===== config.mk =====
export PLATFORM = sky130hd
export DESIGN_NAME = sha1_message_digest
export DESIGN_NICKNAME = d
export VERILOG_FILES = /design/src/hw/rtl/sha1_pkg.sv /design/src/hw/rtl/sha1_message_digest.sv /design/src/hw/rtl/sha1_datapath.sv /design/src/hw/rtl/sha1_ctrl.sv
export SDC_FILE = /design/constraint.sdc
export NUM_CORES = 2
export LEC_CHECK = 0
export ABC_AREA = 1
export BUFFER_PORTS_ARGS = -buffer_cell sky130_fd_sc_hd__buf_2
export CAP_MARGIN = 5
export CORE_MARGIN = 3
export CORE_UTILIZATION = 35
export DETAILED_ROUTE_END_ITERATION = 12
export SYNTH_ARGS = -nofsm -noshare
export SYNTH_HDL_FRONTEND = slang
export SYNTH_SLANG_ARGS = --single-unit

===== constraint.sdc =====
create_clock -name clk -period 11 [get_ports clk]
set_clock_uncertainty 0.2 [all_clocks]
set_input_delay 1.1 -clock clk [delete_from_list [all_inputs] [get_ports clk]]
set_output_delay 1.1 -clock clk [all_outputs]
set_load 0.01 [all_outputs]

===== src/hw/rtl/sha1_pkg.sv =====
// Package for the SHA-1 digest block: constants, state codes and control structs.
package sha1_pkg;

  localparam int unsigned WordW   = 32;
  localparam int unsigned NumRnd  = 80;
  localparam int unsigned RndW    = 7;
  localparam int unsigned CntW    = 61;
  localparam logic [7:0]  PadByte = 8'h80;

  localparam logic [31:0] H0 = 32'h67452301;
  localparam logic [31:0] H1 = 32'hEFCDAB89;
  localparam logic [31:0] H2 = 32'h98BADCFE;
  localparam logic [31:0] H3 = 32'h10325476;
  localparam logic [31:0] H4 = 32'hC3D2E1F0;

  localparam logic [31:0] K0 = 32'h5A827999;
  localparam logic [31:0] K1 = 32'h6ED9EBA1;
  localparam logic [31:0] K2 = 32'h8F1BBCDC;
  localparam logic [31:0] K3 = 32'hCA62C1D6;

  typedef enum logic [3:0] {
    ST_IDLE, ST_BYTE, ST_INIT, ST_RND, ST_ADD, ST_PAD, ST_CLR, ST_LEN, ST_OUT
  } state_t;

  typedef enum logic [1:0] {
    PH_DATA, PH_PADX, PH_FINAL
  } phase_t;

  typedef struct packed {
    logic load_item;
    logic put_byte;
    logic init_vars;
    logic round;
    logic add_chain;
    logic pad;
    logic clr;
    logic len;
    logic out_adv;
  } cmd_t;

  typedef struct packed {
    logic cnt_zero;
    logic cnt_one;
    logic wrap;
    logic last;
    logic n_ge56;
    logic round_last;
    logic out_last;
  } sts_t;

endpackage


===== src/hw/rtl/sha1_message_digest.sv =====
// Top level: SHA-1 digest over a byte stream delivered as 32-bit words.
// An item is accepted, then its valid bytes (up to four) are packed into the block one at a time.
// Each filled 64-byte block is compressed: load, 80 rounds in one round unit, chain add.
// A last item adds pad and length, one or two compressions, then
// five digest words, one per cycle unless stalled; the next item is taken after.
// Synchronous active-low reset restores the initial hash values and clears counts.
module sha1_message_digest (
  input  logic        clk,
  input  logic        rst_n,
  input  logic        in_valid,
  output logic        in_stall,
  input  logic [31:0] in_data_word,
  input  logic [2:0]  in_valid_bytes,
  input  logic        in_is_last,
  output logic        out_valid,
  input  logic        out_stall,
  output logic [31:0] out_digest_word,
  output logic [2:0]  out_word_index,
  output logic        out_last_word
);

  sha1_pkg::cmd_t cmd;
  sha1_pkg::sts_t sts;

  sha1_ctrl u_ctrl (
    .clk       (clk),
    .rst_n     (rst_n),
    .in_valid  (in_valid),
    .in_stall  (in_stall),
    .out_valid (out_valid),
    .out_stall (out_stall),
    .sts       (sts),
    .cmd       (cmd)
  );

  sha1_datapath u_dp (
    .clk             (clk),
    .rst_n           (rst_n),
    .cmd             (cmd),
    .sts             (sts),
    .in_data_word    (in_data_word),
    .in_valid_bytes  (in_valid_bytes),
    .in_is_last      (in_is_last),
    .out_digest_word (out_digest_word),
    .out_word_index  (out_word_index),
    .out_last_word   (out_last_word)
  );

endmodule


===== src/hw/rtl/sha1_datapath.sv =====
// Datapath: byte packing, message schedule shift line, round unit, chaining words.
module sha1_datapath (
  input  logic               clk,
  input  logic               rst_n,
  input  sha1_pkg::cmd_t     cmd,
  output sha1_pkg::sts_t     sts,
  input  logic [31:0]        in_data_word,
  input  logic [2:0]         in_valid_bytes,
  input  logic               in_is_last,
  output logic [31:0]        out_digest_word,
  output logic [2:0]         out_word_index,
  output logic               out_last_word
);

  logic [31:0] w_r [16];
  logic [31:0] w_nxt [16];
  logic [31:0] h_r [5];
  logic [31:0] v_r [5];
  logic [31:0] item_r;
  logic [2:0]  cnt_r;
  logic        last_r;
  logic [5:0]  bic_r;
  logic [sha1_pkg::CntW-1:0] msg_r;
  logic [sha1_pkg::RndW-1:0] rnd_r;
  logic [2:0]  oidx_r;

  logic [31:0] wt, f, k, tmp, sch;
  logic [63:0] bits;
  logic [3:0]  widx;
  logic [1:0]  lane;

  assign widx = bic_r[5:2];
  assign lane = bic_r[1:0];
  assign bits = {msg_r, 3'b000};

  assign sch = w_r[13] ^ w_r[8] ^ w_r[2] ^ w_r[0];
  assign wt  = (rnd_r < sha1_pkg::RndW'(16)) ? w_r[0] : {sch[30:0], sch[31]};

  always_comb begin
    if (rnd_r < sha1_pkg::RndW'(20)) begin
      f = (v_r[1] & v_r[2]) | (~v_r[1] & v_r[3]);
      k = sha1_pkg::K0;
    end else if (rnd_r < sha1_pkg::RndW'(40)) begin
      f = v_r[1] ^ v_r[2] ^ v_r[3];
      k = sha1_pkg::K1;
    end else if (rnd_r < sha1_pkg::RndW'(60)) begin
      f = (v_r[1] & v_r[2]) | (v_r[1] & v_r[3]) | (v_r[2] & v_r[3]);
      k = sha1_pkg::K2;
    end else begin
      f = v_r[1] ^ v_r[2] ^ v_r[3];
      k = sha1_pkg::K3;
    end
  end

  assign tmp = {v_r[0][26:0], v_r[0][31:27]} + f + v_r[4] + k + wt;

  // block word updates: byte insert, pad, clear, length, schedule shift
  always_comb begin
    for (int j = 0; j < 16; j++) begin
      w_nxt[j] = w_r[j];
      if (cmd.put_byte && widx == 4'(j)) begin
        for (int b = 0; b < 4; b++) begin
          if (lane == 2'(b)) w_nxt[j][31-8*b -: 8] = item_r[31:24];
        end
      end
      if (cmd.pad) begin
        if (4'(j) > widx) begin
          w_nxt[j] = '0;
        end else if (4'(j) == widx) begin
          for (int b = 0; b < 4; b++) begin
            if (2'(b) == lane) w_nxt[j][31-8*b -: 8] = sha1_pkg::PadByte;
            else if (2'(b) > lane) w_nxt[j][31-8*b -: 8] = 8'h00;
          end
        end
      end
      if (cmd.clr) w_nxt[j] = '0;
      if (cmd.round) w_nxt[j] = (j == 15) ? wt : w_r[(j + 1) % 16];
    end
    if (cmd.len) begin
      w_nxt[14] = bits[63:32];
      w_nxt[15] = bits[31:0];
    end
  end

  always_ff @(posedge clk) begin
    for (int j = 0; j < 16; j++) w_r[j] <= w_nxt[j];
    if (cmd.load_item) begin
      item_r <= in_data_word;
      cnt_r  <= (in_valid_bytes > 3'd4) ? 3'd4 : in_valid_bytes;
      last_r <= in_is_last;
    end else if (cmd.put_byte) begin
      item_r <= {item_r[23:0], 8'h00};
      cnt_r  <= cnt_r - 3'd1;
    end
    if (cmd.init_vars) begin
      for (int j = 0; j < 5; j++) v_r[j] <= h_r[j];
    end else if (cmd.round) begin
      v_r[0] <= tmp;
      v_r[1] <= v_r[0];
      v_r[2] <= {v_r[1][1:0], v_r[1][31:2]};
      v_r[3] <= v_r[2];
      v_r[4] <= v_r[3];
    end
  end

  always_ff @(posedge clk) begin
    if (!rst_n) begin
      h_r[0] <= sha1_pkg::H0;
      h_r[1] <= sha1_pkg::H1;
      h_r[2] <= sha1_pkg::H2;
      h_r[3] <= sha1_pkg::H3;
      h_r[4] <= sha1_pkg::H4;
      bic_r  <= '0;
      msg_r  <= '0;
      rnd_r  <= '0;
      oidx_r <= '0;
    end else begin
      if (cmd.put_byte) begin
        bic_r <= bic_r + 6'd1;
        msg_r <= msg_r + sha1_pkg::CntW'(1);
      end
      if (cmd.init_vars) rnd_r <= '0;
      else if (cmd.round) rnd_r <= rnd_r + sha1_pkg::RndW'(1);
      if (cmd.add_chain) begin
        for (int j = 0; j < 5; j++) h_r[j] <= h_r[j] + v_r[j];
      end
      if (cmd.out_adv) begin
        if (oidx_r == 3'd4) begin
          // message done: restart chaining and counts
          oidx_r <= '0;
          bic_r  <= '0;
          msg_r  <= '0;
          h_r[0] <= sha1_pkg::H0;
          h_r[1] <= sha1_pkg::H1;
          h_r[2] <= sha1_pkg::H2;
          h_r[3] <= sha1_pkg::H3;
          h_r[4] <= sha1_pkg::H4;
        end else begin
          oidx_r <= oidx_r + 3'd1;
        end
      end
    end
  end

  always_comb begin
    sts.cnt_zero   = (cnt_r == 3'd0);
    sts.cnt_one    = (cnt_r == 3'd1);
    sts.wrap       = (bic_r == 6'd63);
    sts.last       = last_r;
    sts.n_ge56     = (bic_r[5:3] == 3'b111);
    sts.round_last = (rnd_r == sha1_pkg::RndW'(sha1_pkg::NumRnd - 1));
    sts.out_last   = (oidx_r == 3'd4);
  end

  always_comb begin
    out_digest_word = h_r[0];
    case (oidx_r)
      3'd1:    out_digest_word = h_r[1];
      3'd2:    out_digest_word = h_r[2];
      3'd3:    out_digest_word = h_r[3];
      3'd4:    out_digest_word = h_r[4];
      default: out_digest_word = h_r[0];
    endcase
  end

  assign out_word_index = oidx_r;
  assign out_last_word  = (oidx_r == 3'd4);

  a_rnd_range: assert property (@(posedge clk) disable iff (!rst_n)
    rnd_r <= sha1_pkg::RndW'(sha1_pkg::NumRnd))
    else $error("round counter out of range");
  a_oidx_range: assert property (@(posedge clk) disable iff (!rst_n)
    oidx_r <= 3'd4)
    else $error("digest index out of range");
  a_wrap_zero: assert property (@(posedge clk) disable iff (!rst_n)
    cmd.put_byte && sts.wrap |=> bic_r == 6'd0)
    else $error("byte position did not wrap");

endmodule


===== src/hw/rtl/sha1_ctrl.sv =====
// Controller: sequences byte packing, padding, compression and digest output.
module sha1_ctrl (
  input  logic            clk,
  input  logic            rst_n,
  input  logic            in_valid,
  output logic            in_stall,
  output logic            out_valid,
  input  logic            out_stall,
  input  sha1_pkg::sts_t  sts,
  output sha1_pkg::cmd_t  cmd
);

  sha1_pkg::state_t state_r, state_nxt;
  sha1_pkg::phase_t phase_r, phase_nxt;

  always_comb begin
    state_nxt = state_r;
    phase_nxt = phase_r;
    case (state_r)
      sha1_pkg::ST_IDLE: begin
        if (in_valid) state_nxt = sha1_pkg::ST_BYTE;
      end
      sha1_pkg::ST_BYTE: begin
        if (sts.cnt_zero) begin
          state_nxt = sts.last ? sha1_pkg::ST_PAD : sha1_pkg::ST_IDLE;
        end else if (sts.wrap) begin
          state_nxt = sha1_pkg::ST_INIT;
          phase_nxt = sha1_pkg::PH_DATA;
        end else if (sts.cnt_one) begin
          state_nxt = sts.last ? sha1_pkg::ST_PAD : sha1_pkg::ST_IDLE;
        end
      end
      sha1_pkg::ST_INIT: state_nxt = sha1_pkg::ST_RND;
      sha1_pkg::ST_RND: begin
        if (sts.round_last) state_nxt = sha1_pkg::ST_ADD;
      end
      sha1_pkg::ST_ADD: begin
        case (phase_r)
          sha1_pkg::PH_FINAL: state_nxt = sha1_pkg::ST_OUT;
          sha1_pkg::PH_PADX:  state_nxt = sha1_pkg::ST_CLR;
          default: begin
            if (!sts.cnt_zero) state_nxt = sha1_pkg::ST_BYTE;
            else state_nxt = sts.last ? sha1_pkg::ST_PAD : sha1_pkg::ST_IDLE;
          end
        endcase
      end
      sha1_pkg::ST_PAD: begin
        if (sts.n_ge56) begin
          state_nxt = sha1_pkg::ST_INIT;
          phase_nxt = sha1_pkg::PH_PADX;
        end else begin
          state_nxt = sha1_pkg::ST_LEN;
        end
      end
      sha1_pkg::ST_CLR: state_nxt = sha1_pkg::ST_LEN;
      sha1_pkg::ST_LEN: begin
        state_nxt = sha1_pkg::ST_INIT;
        phase_nxt = sha1_pkg::PH_FINAL;
      end
      sha1_pkg::ST_OUT: begin
        if (!out_stall && sts.out_last) begin
          state_nxt = sha1_pkg::ST_IDLE;
          phase_nxt = sha1_pkg::PH_DATA;
        end
      end
      default: state_nxt = sha1_pkg::ST_IDLE;
    endcase
  end

  always_comb begin
    cmd = '0;
    cmd.load_item = (state_r == sha1_pkg::ST_IDLE) && in_valid;
    cmd.put_byte  = (state_r == sha1_pkg::ST_BYTE) && !sts.cnt_zero;
    cmd.init_vars = (state_r == sha1_pkg::ST_INIT);
    cmd.round     = (state_r == sha1_pkg::ST_RND);
    cmd.add_chain = (state_r == sha1_pkg::ST_ADD);
    cmd.pad       = (state_r == sha1_pkg::ST_PAD);
    cmd.clr       = (state_r == sha1_pkg::ST_CLR);
    cmd.len       = (state_r == sha1_pkg::ST_LEN);
    cmd.out_adv   = (state_r == sha1_pkg::ST_OUT) && !out_stall;
  end

  assign in_stall  = (state_r != sha1_pkg::ST_IDLE);
  assign out_valid = (state_r == sha1_pkg::ST_OUT);

  always_ff @(posedge clk) begin
    if (!rst_n) begin
      state_r <= sha1_pkg::ST_IDLE;
      phase_r <= sha1_pkg::PH_DATA;
    end else begin
      state_r <= state_nxt;
      phase_r <= phase_nxt;
    end
  end

  a_accept_byte: assert property (@(posedge clk) disable iff (!rst_n)
    state_r == sha1_pkg::ST_IDLE && in_valid |=> state_r == sha1_pkg::ST_BYTE)
    else $error("accepted item not unpacked");
  a_rnd_add: assert property (@(posedge clk) disable iff (!rst_n)
    state_r == sha1_pkg::ST_RND && sts.round_last |=> state_r == sha1_pkg::ST_ADD)
    else $error("rounds did not end in chain add");
  a_out_done: assert property (@(posedge clk) disable iff (!rst_n)
    cmd.out_adv && sts.out_last |=> state_r == sha1_pkg::ST_IDLE)
    else $error("digest output did not finish");

endmodule


==> flow_metrics.py <==
metrics = {
    "status": {
        "status": "finished clean",
    },
    "cts": {
        "tritoncts": "yes",
        "postCtsHoldBufs": 0,
        "cts_resized": 0,
        "worst_skew_pair.late_latency_ns": 0.80,
        "path_clk_slew_ns": 0.06,
        "cts_setup_buffers": 0,
        "h-tree-depth": 3,
        "cts_sinks": 951,
        "cts_root_buffer": "clkbuf_16",
        "clockBufferDepth": 3,
        "numCtsBuffers": 108,
    },
    "timing": {
        "setup_viol": 0,
        "maxSlewViolCount": 0,
        "min_period_ns": 6.12,
        "finalCritPeriodShare_pct": 55.6,
        "setup_tns_ns": 0,
        "rsz0062_at_grt": "no",
        "hold_viol": 0,
        "postLayoutSetupSlackWorst_ns": 4.88,
        "worst_slew_pin_slew_ns": 1.28,
        "fmax_mhz": 164,
        "relSlewSlack_pct": 14.0,
    },
    "floorplanning": {
        "fp.coreArea_um2": 165000,
        "start_util_pct": 35.3,
        "dieArea_um2": 172000,
        "num_rows": 149,
        "die_h_um": 414,
        "io_pins": 78,
        "die_x_um": 414,
    },
    "cells_and_area": {
        "fin_nets": 8131,
        "drive_above_1_share_pct": 5.67,
        "area_growth_pct": 10.8,
        "multi_input_area_um2": 31500,
        "area.sequential_um2": 22700,
        "filler_cell_count": 17200,
    },
    "yosys": {
        "syn_area_per_cell_um2": 7.50,
        "yosysSeqAreaShare_pct": 38.8,
        "synth_area_leaders": "dfxtp_1, edfxtp_1, nand2_1",
        "synthDistinctLibCells": 59,
        "syn-num-nets": 8155,
        "yosysWarnings": 0,
        "synthCells": 7781,
        "synthArstFlopShare_pct": 0,
        "synthesis.area_um2": 58300,
        "yosysMostFrequentCell": "nand2_1",
        "synth_seq_cells": 951,
        "synth_top_area_cell": "dfxtp_1",
        "synth-main-ff-cell": "dfxtp_1",
        "synth-edff-count": 361,
        "ys_top_cells_by_count": "nand2_1, o21ai_0, inv_1",
        "yosys.area.top_type_share_pct": 20.2,
    },
    "setup_path": {
        "worstPathRequired_ns": 11.27,
        "path_buf_inv": 5,
        "crit_chain": "o21ai_0 > nand2_1 > nand3_1 > buf_4 > nand2_1 > inv_1 > buf_4 > a221oi_1 > fa_1 > fa_1 > fa_1 > inv_1 > ha_1 > nand2_1 > nand2_1 > inv_1 > o21ai_0 > a21oi_1 > nor3_1 > nor2_1 > nand2_1 > nand2_1 > nand3_1 > nand2_1",
        "cp.arrival_ns": 6.39,
        "cp_max_fo": 20,
        "end_kind": "flip-flop",
        "critPathMaxStageDelay_ns": 0.66,
        "path_class": "reg -> reg",
        "worst_path_most_repeated_cell": "nand2_1",
        "start_kind": "flip-flop",
        "cpLargestDelayFamily": "adder cells",
        "crit_slowest_cell": "nand2_1",
    },
    "route": {
        "drt-pass1-iter-count": 6,
        "num_vias": 57900,
        "totalWireLength_mm": 249,
        "wl_per_cell_um": 24.8,
        "drc": 0,
        "detailedRoute.firstIterationViolations": 8005,
        "ant_nets": 0,
        "viasPerCell": 5.77,
    },
    "pwr": {
        "pwr-share-comb_pct": 34.7,
        "swShare_pct": 40.1,
        "p_leak_uw": 0.0264,
        "p_switching_uw": 5250,
        "p_int_uw": 7860,
        "seqPwrFrac_pct": 36.0,
        "ir_drop_mv": 0.147,
        "finalPower_uw": 13100,
        "power_frac_clock_pct": 29.3,
        "powerDensity_nw_per_um2": 203,
    },
    "placement": {
        "dp_hpwl_mm": 187,
        "gp_congestion": 1.05,
        "port-buffer-count": 77,
        "dp_slack_ns": 4.86,
    },
    "global_route": {
        "antenna_found_initial": 12,
        "grtUsageTotal_pct": 27.9,
        "gr-total-overflow": 0,
        "grt_pass1_vias": 53200,
        "grt_pass1_wl_mm": 361,
        "grt_max_degree": 150,
    },
    "job": {
        "drv_cap": 0,
    },
    "hold_path": {
        "hold_path_class": "reg -> reg",
    },
}
logic make-up after synthesis:
group | share of synthesized area [%]
flops | 38.8
fa+ha+maj | 8.67
xor+xnor | 2.55
buf+inv | 7.32
simple gates | 22.2
compound gates | 20.4
mux | 0.0172
worst min-delay path: stages (launching register included):
cell     delay [ns]
dfxtp_1        0.32
nand2_1        0.06
nand2_1        0.04
cells in the final DEF, fill, tap and decap left out, types with 13 or more instances in the layout:
cell | Yosys | layout
buf_2 | 48 | 77
xnor2_1 | 115 | 115
o22ai_1 | 159 | 159
inv_1 | 799 | 799
or2_2 | 24 | 24
a22o_1 | 37 | 37
ha_1 | 217 | 217
nand2_1 | 1974 | 1971
a21oi_1 | 501 | 501
clkbuf_8 | 0 | 16
o21ai_0 | 844 | 842
o21ai_1 | 19 | 21
xor2_1 | 55 | 55
nor3_1 | 77 | 77
nor2_2 | 40 | 42
nand3_1 | 257 | 257
edfxtp_1 | 361 | 361
o221ai_1 | 156 | 156
inv_2 | 16 | 16
fa_1 | 117 | 117
clkinv_2 | 0 | 18
buf_4 | 5 | 70
clkbuf_1 | 220 | 31
clkbuf_16 | 0 | 112
a21boi_0 | 13 | 13
o211ai_1 | 44 | 44
clkinv_1 | 15 | 24
o21a_1 | 35 | 35
a21o_1 | 36 | 36
nand2_2 | 13 | 15
nand3b_1 | 13 | 13
a221oi_1 | 37 | 37
o21bai_1 | 32 | 32
nand4_1 | 65 | 65
nor2_1 | 687 | 681
a31oi_1 | 37 | 37
a22oi_1 | 25 | 25
dfxtp_1 | 590 | 590
sequential cells by signal, indices dropped and copies added, names as in the netlist, 3 cells and up:
signal,cells
u_dp.msg_r,61
u_dp.w_r,512
u_dp.cnt_r,3
u_ctrl.state_r,4
u_dp.bic_r,6
u_dp.v_r,160
u_dp.item_r,32
u_dp.out_word_index,3
u_dp.h_r,160
u_dp.rnd_r,7
per-stage QoR:
stage	util (%)	cells	instance area [um2]	hold WS [ns]
6_report	39.1	10000	64600	0.240
5_1_grt	39.1	10000	64600	0.270
4_1_cts	39.1	10000	64600	0.236
3_5_place_dp	36.8	9836	60900	0.239
3_3_place_gp	36.8	9836	60900	0.230
2_1_floorplan	-	7781	58300	0.222
metal layers:
layer	GRT usage [%]	vias to the layer above	share of wire, %
met3	7.16	529	12
met2	40.3	3306	41
li1	-	26400	-
met1	39.6	27700	43
met4	10.9	6	4.3
met5	0	-	0.015
power groups by stage:
stage | clock network [uW] | logic [uW] | registers (uW)
floorplan | 0 | 2860 | 4620
global placement | 0 | 4400 | 4760
detailed placement | 0 | 4410 | 4770
CTS | 3870 | 4440 | 4700
global route | 3990 | 4940 | 4770
finish | 3840 | 4550 | 4720
layout make-up:
type                    count  area share (%)
diodes                      4          0.0155
clock buffers             159            4.86
clock inverters            46           0.838
inverters                 830            4.83
multi-input cells        5717            48.7
flip-flops and latches    951            35.1
well taps                2189            4.24
repair buffers            149            1.47
final timing paths:
check | from | end | slack (ns) | cells past startpoint
max | u_dp.rnd_r[4] | u_dp.v_r[0][30] | 4.88 | 24
min | u_dp.w_r[4][29] | u_dp.w_r[3][29] | 0.24 | 2
max reg2reg | u_dp.rnd_r[4] | u_dp.v_r[0][30] | 4.88 | 24
min reg2reg | u_dp.w_r[4][29] | u_dp.w_r[3][29] | 0.24 | 2
(Power assumes the default switching activity.)
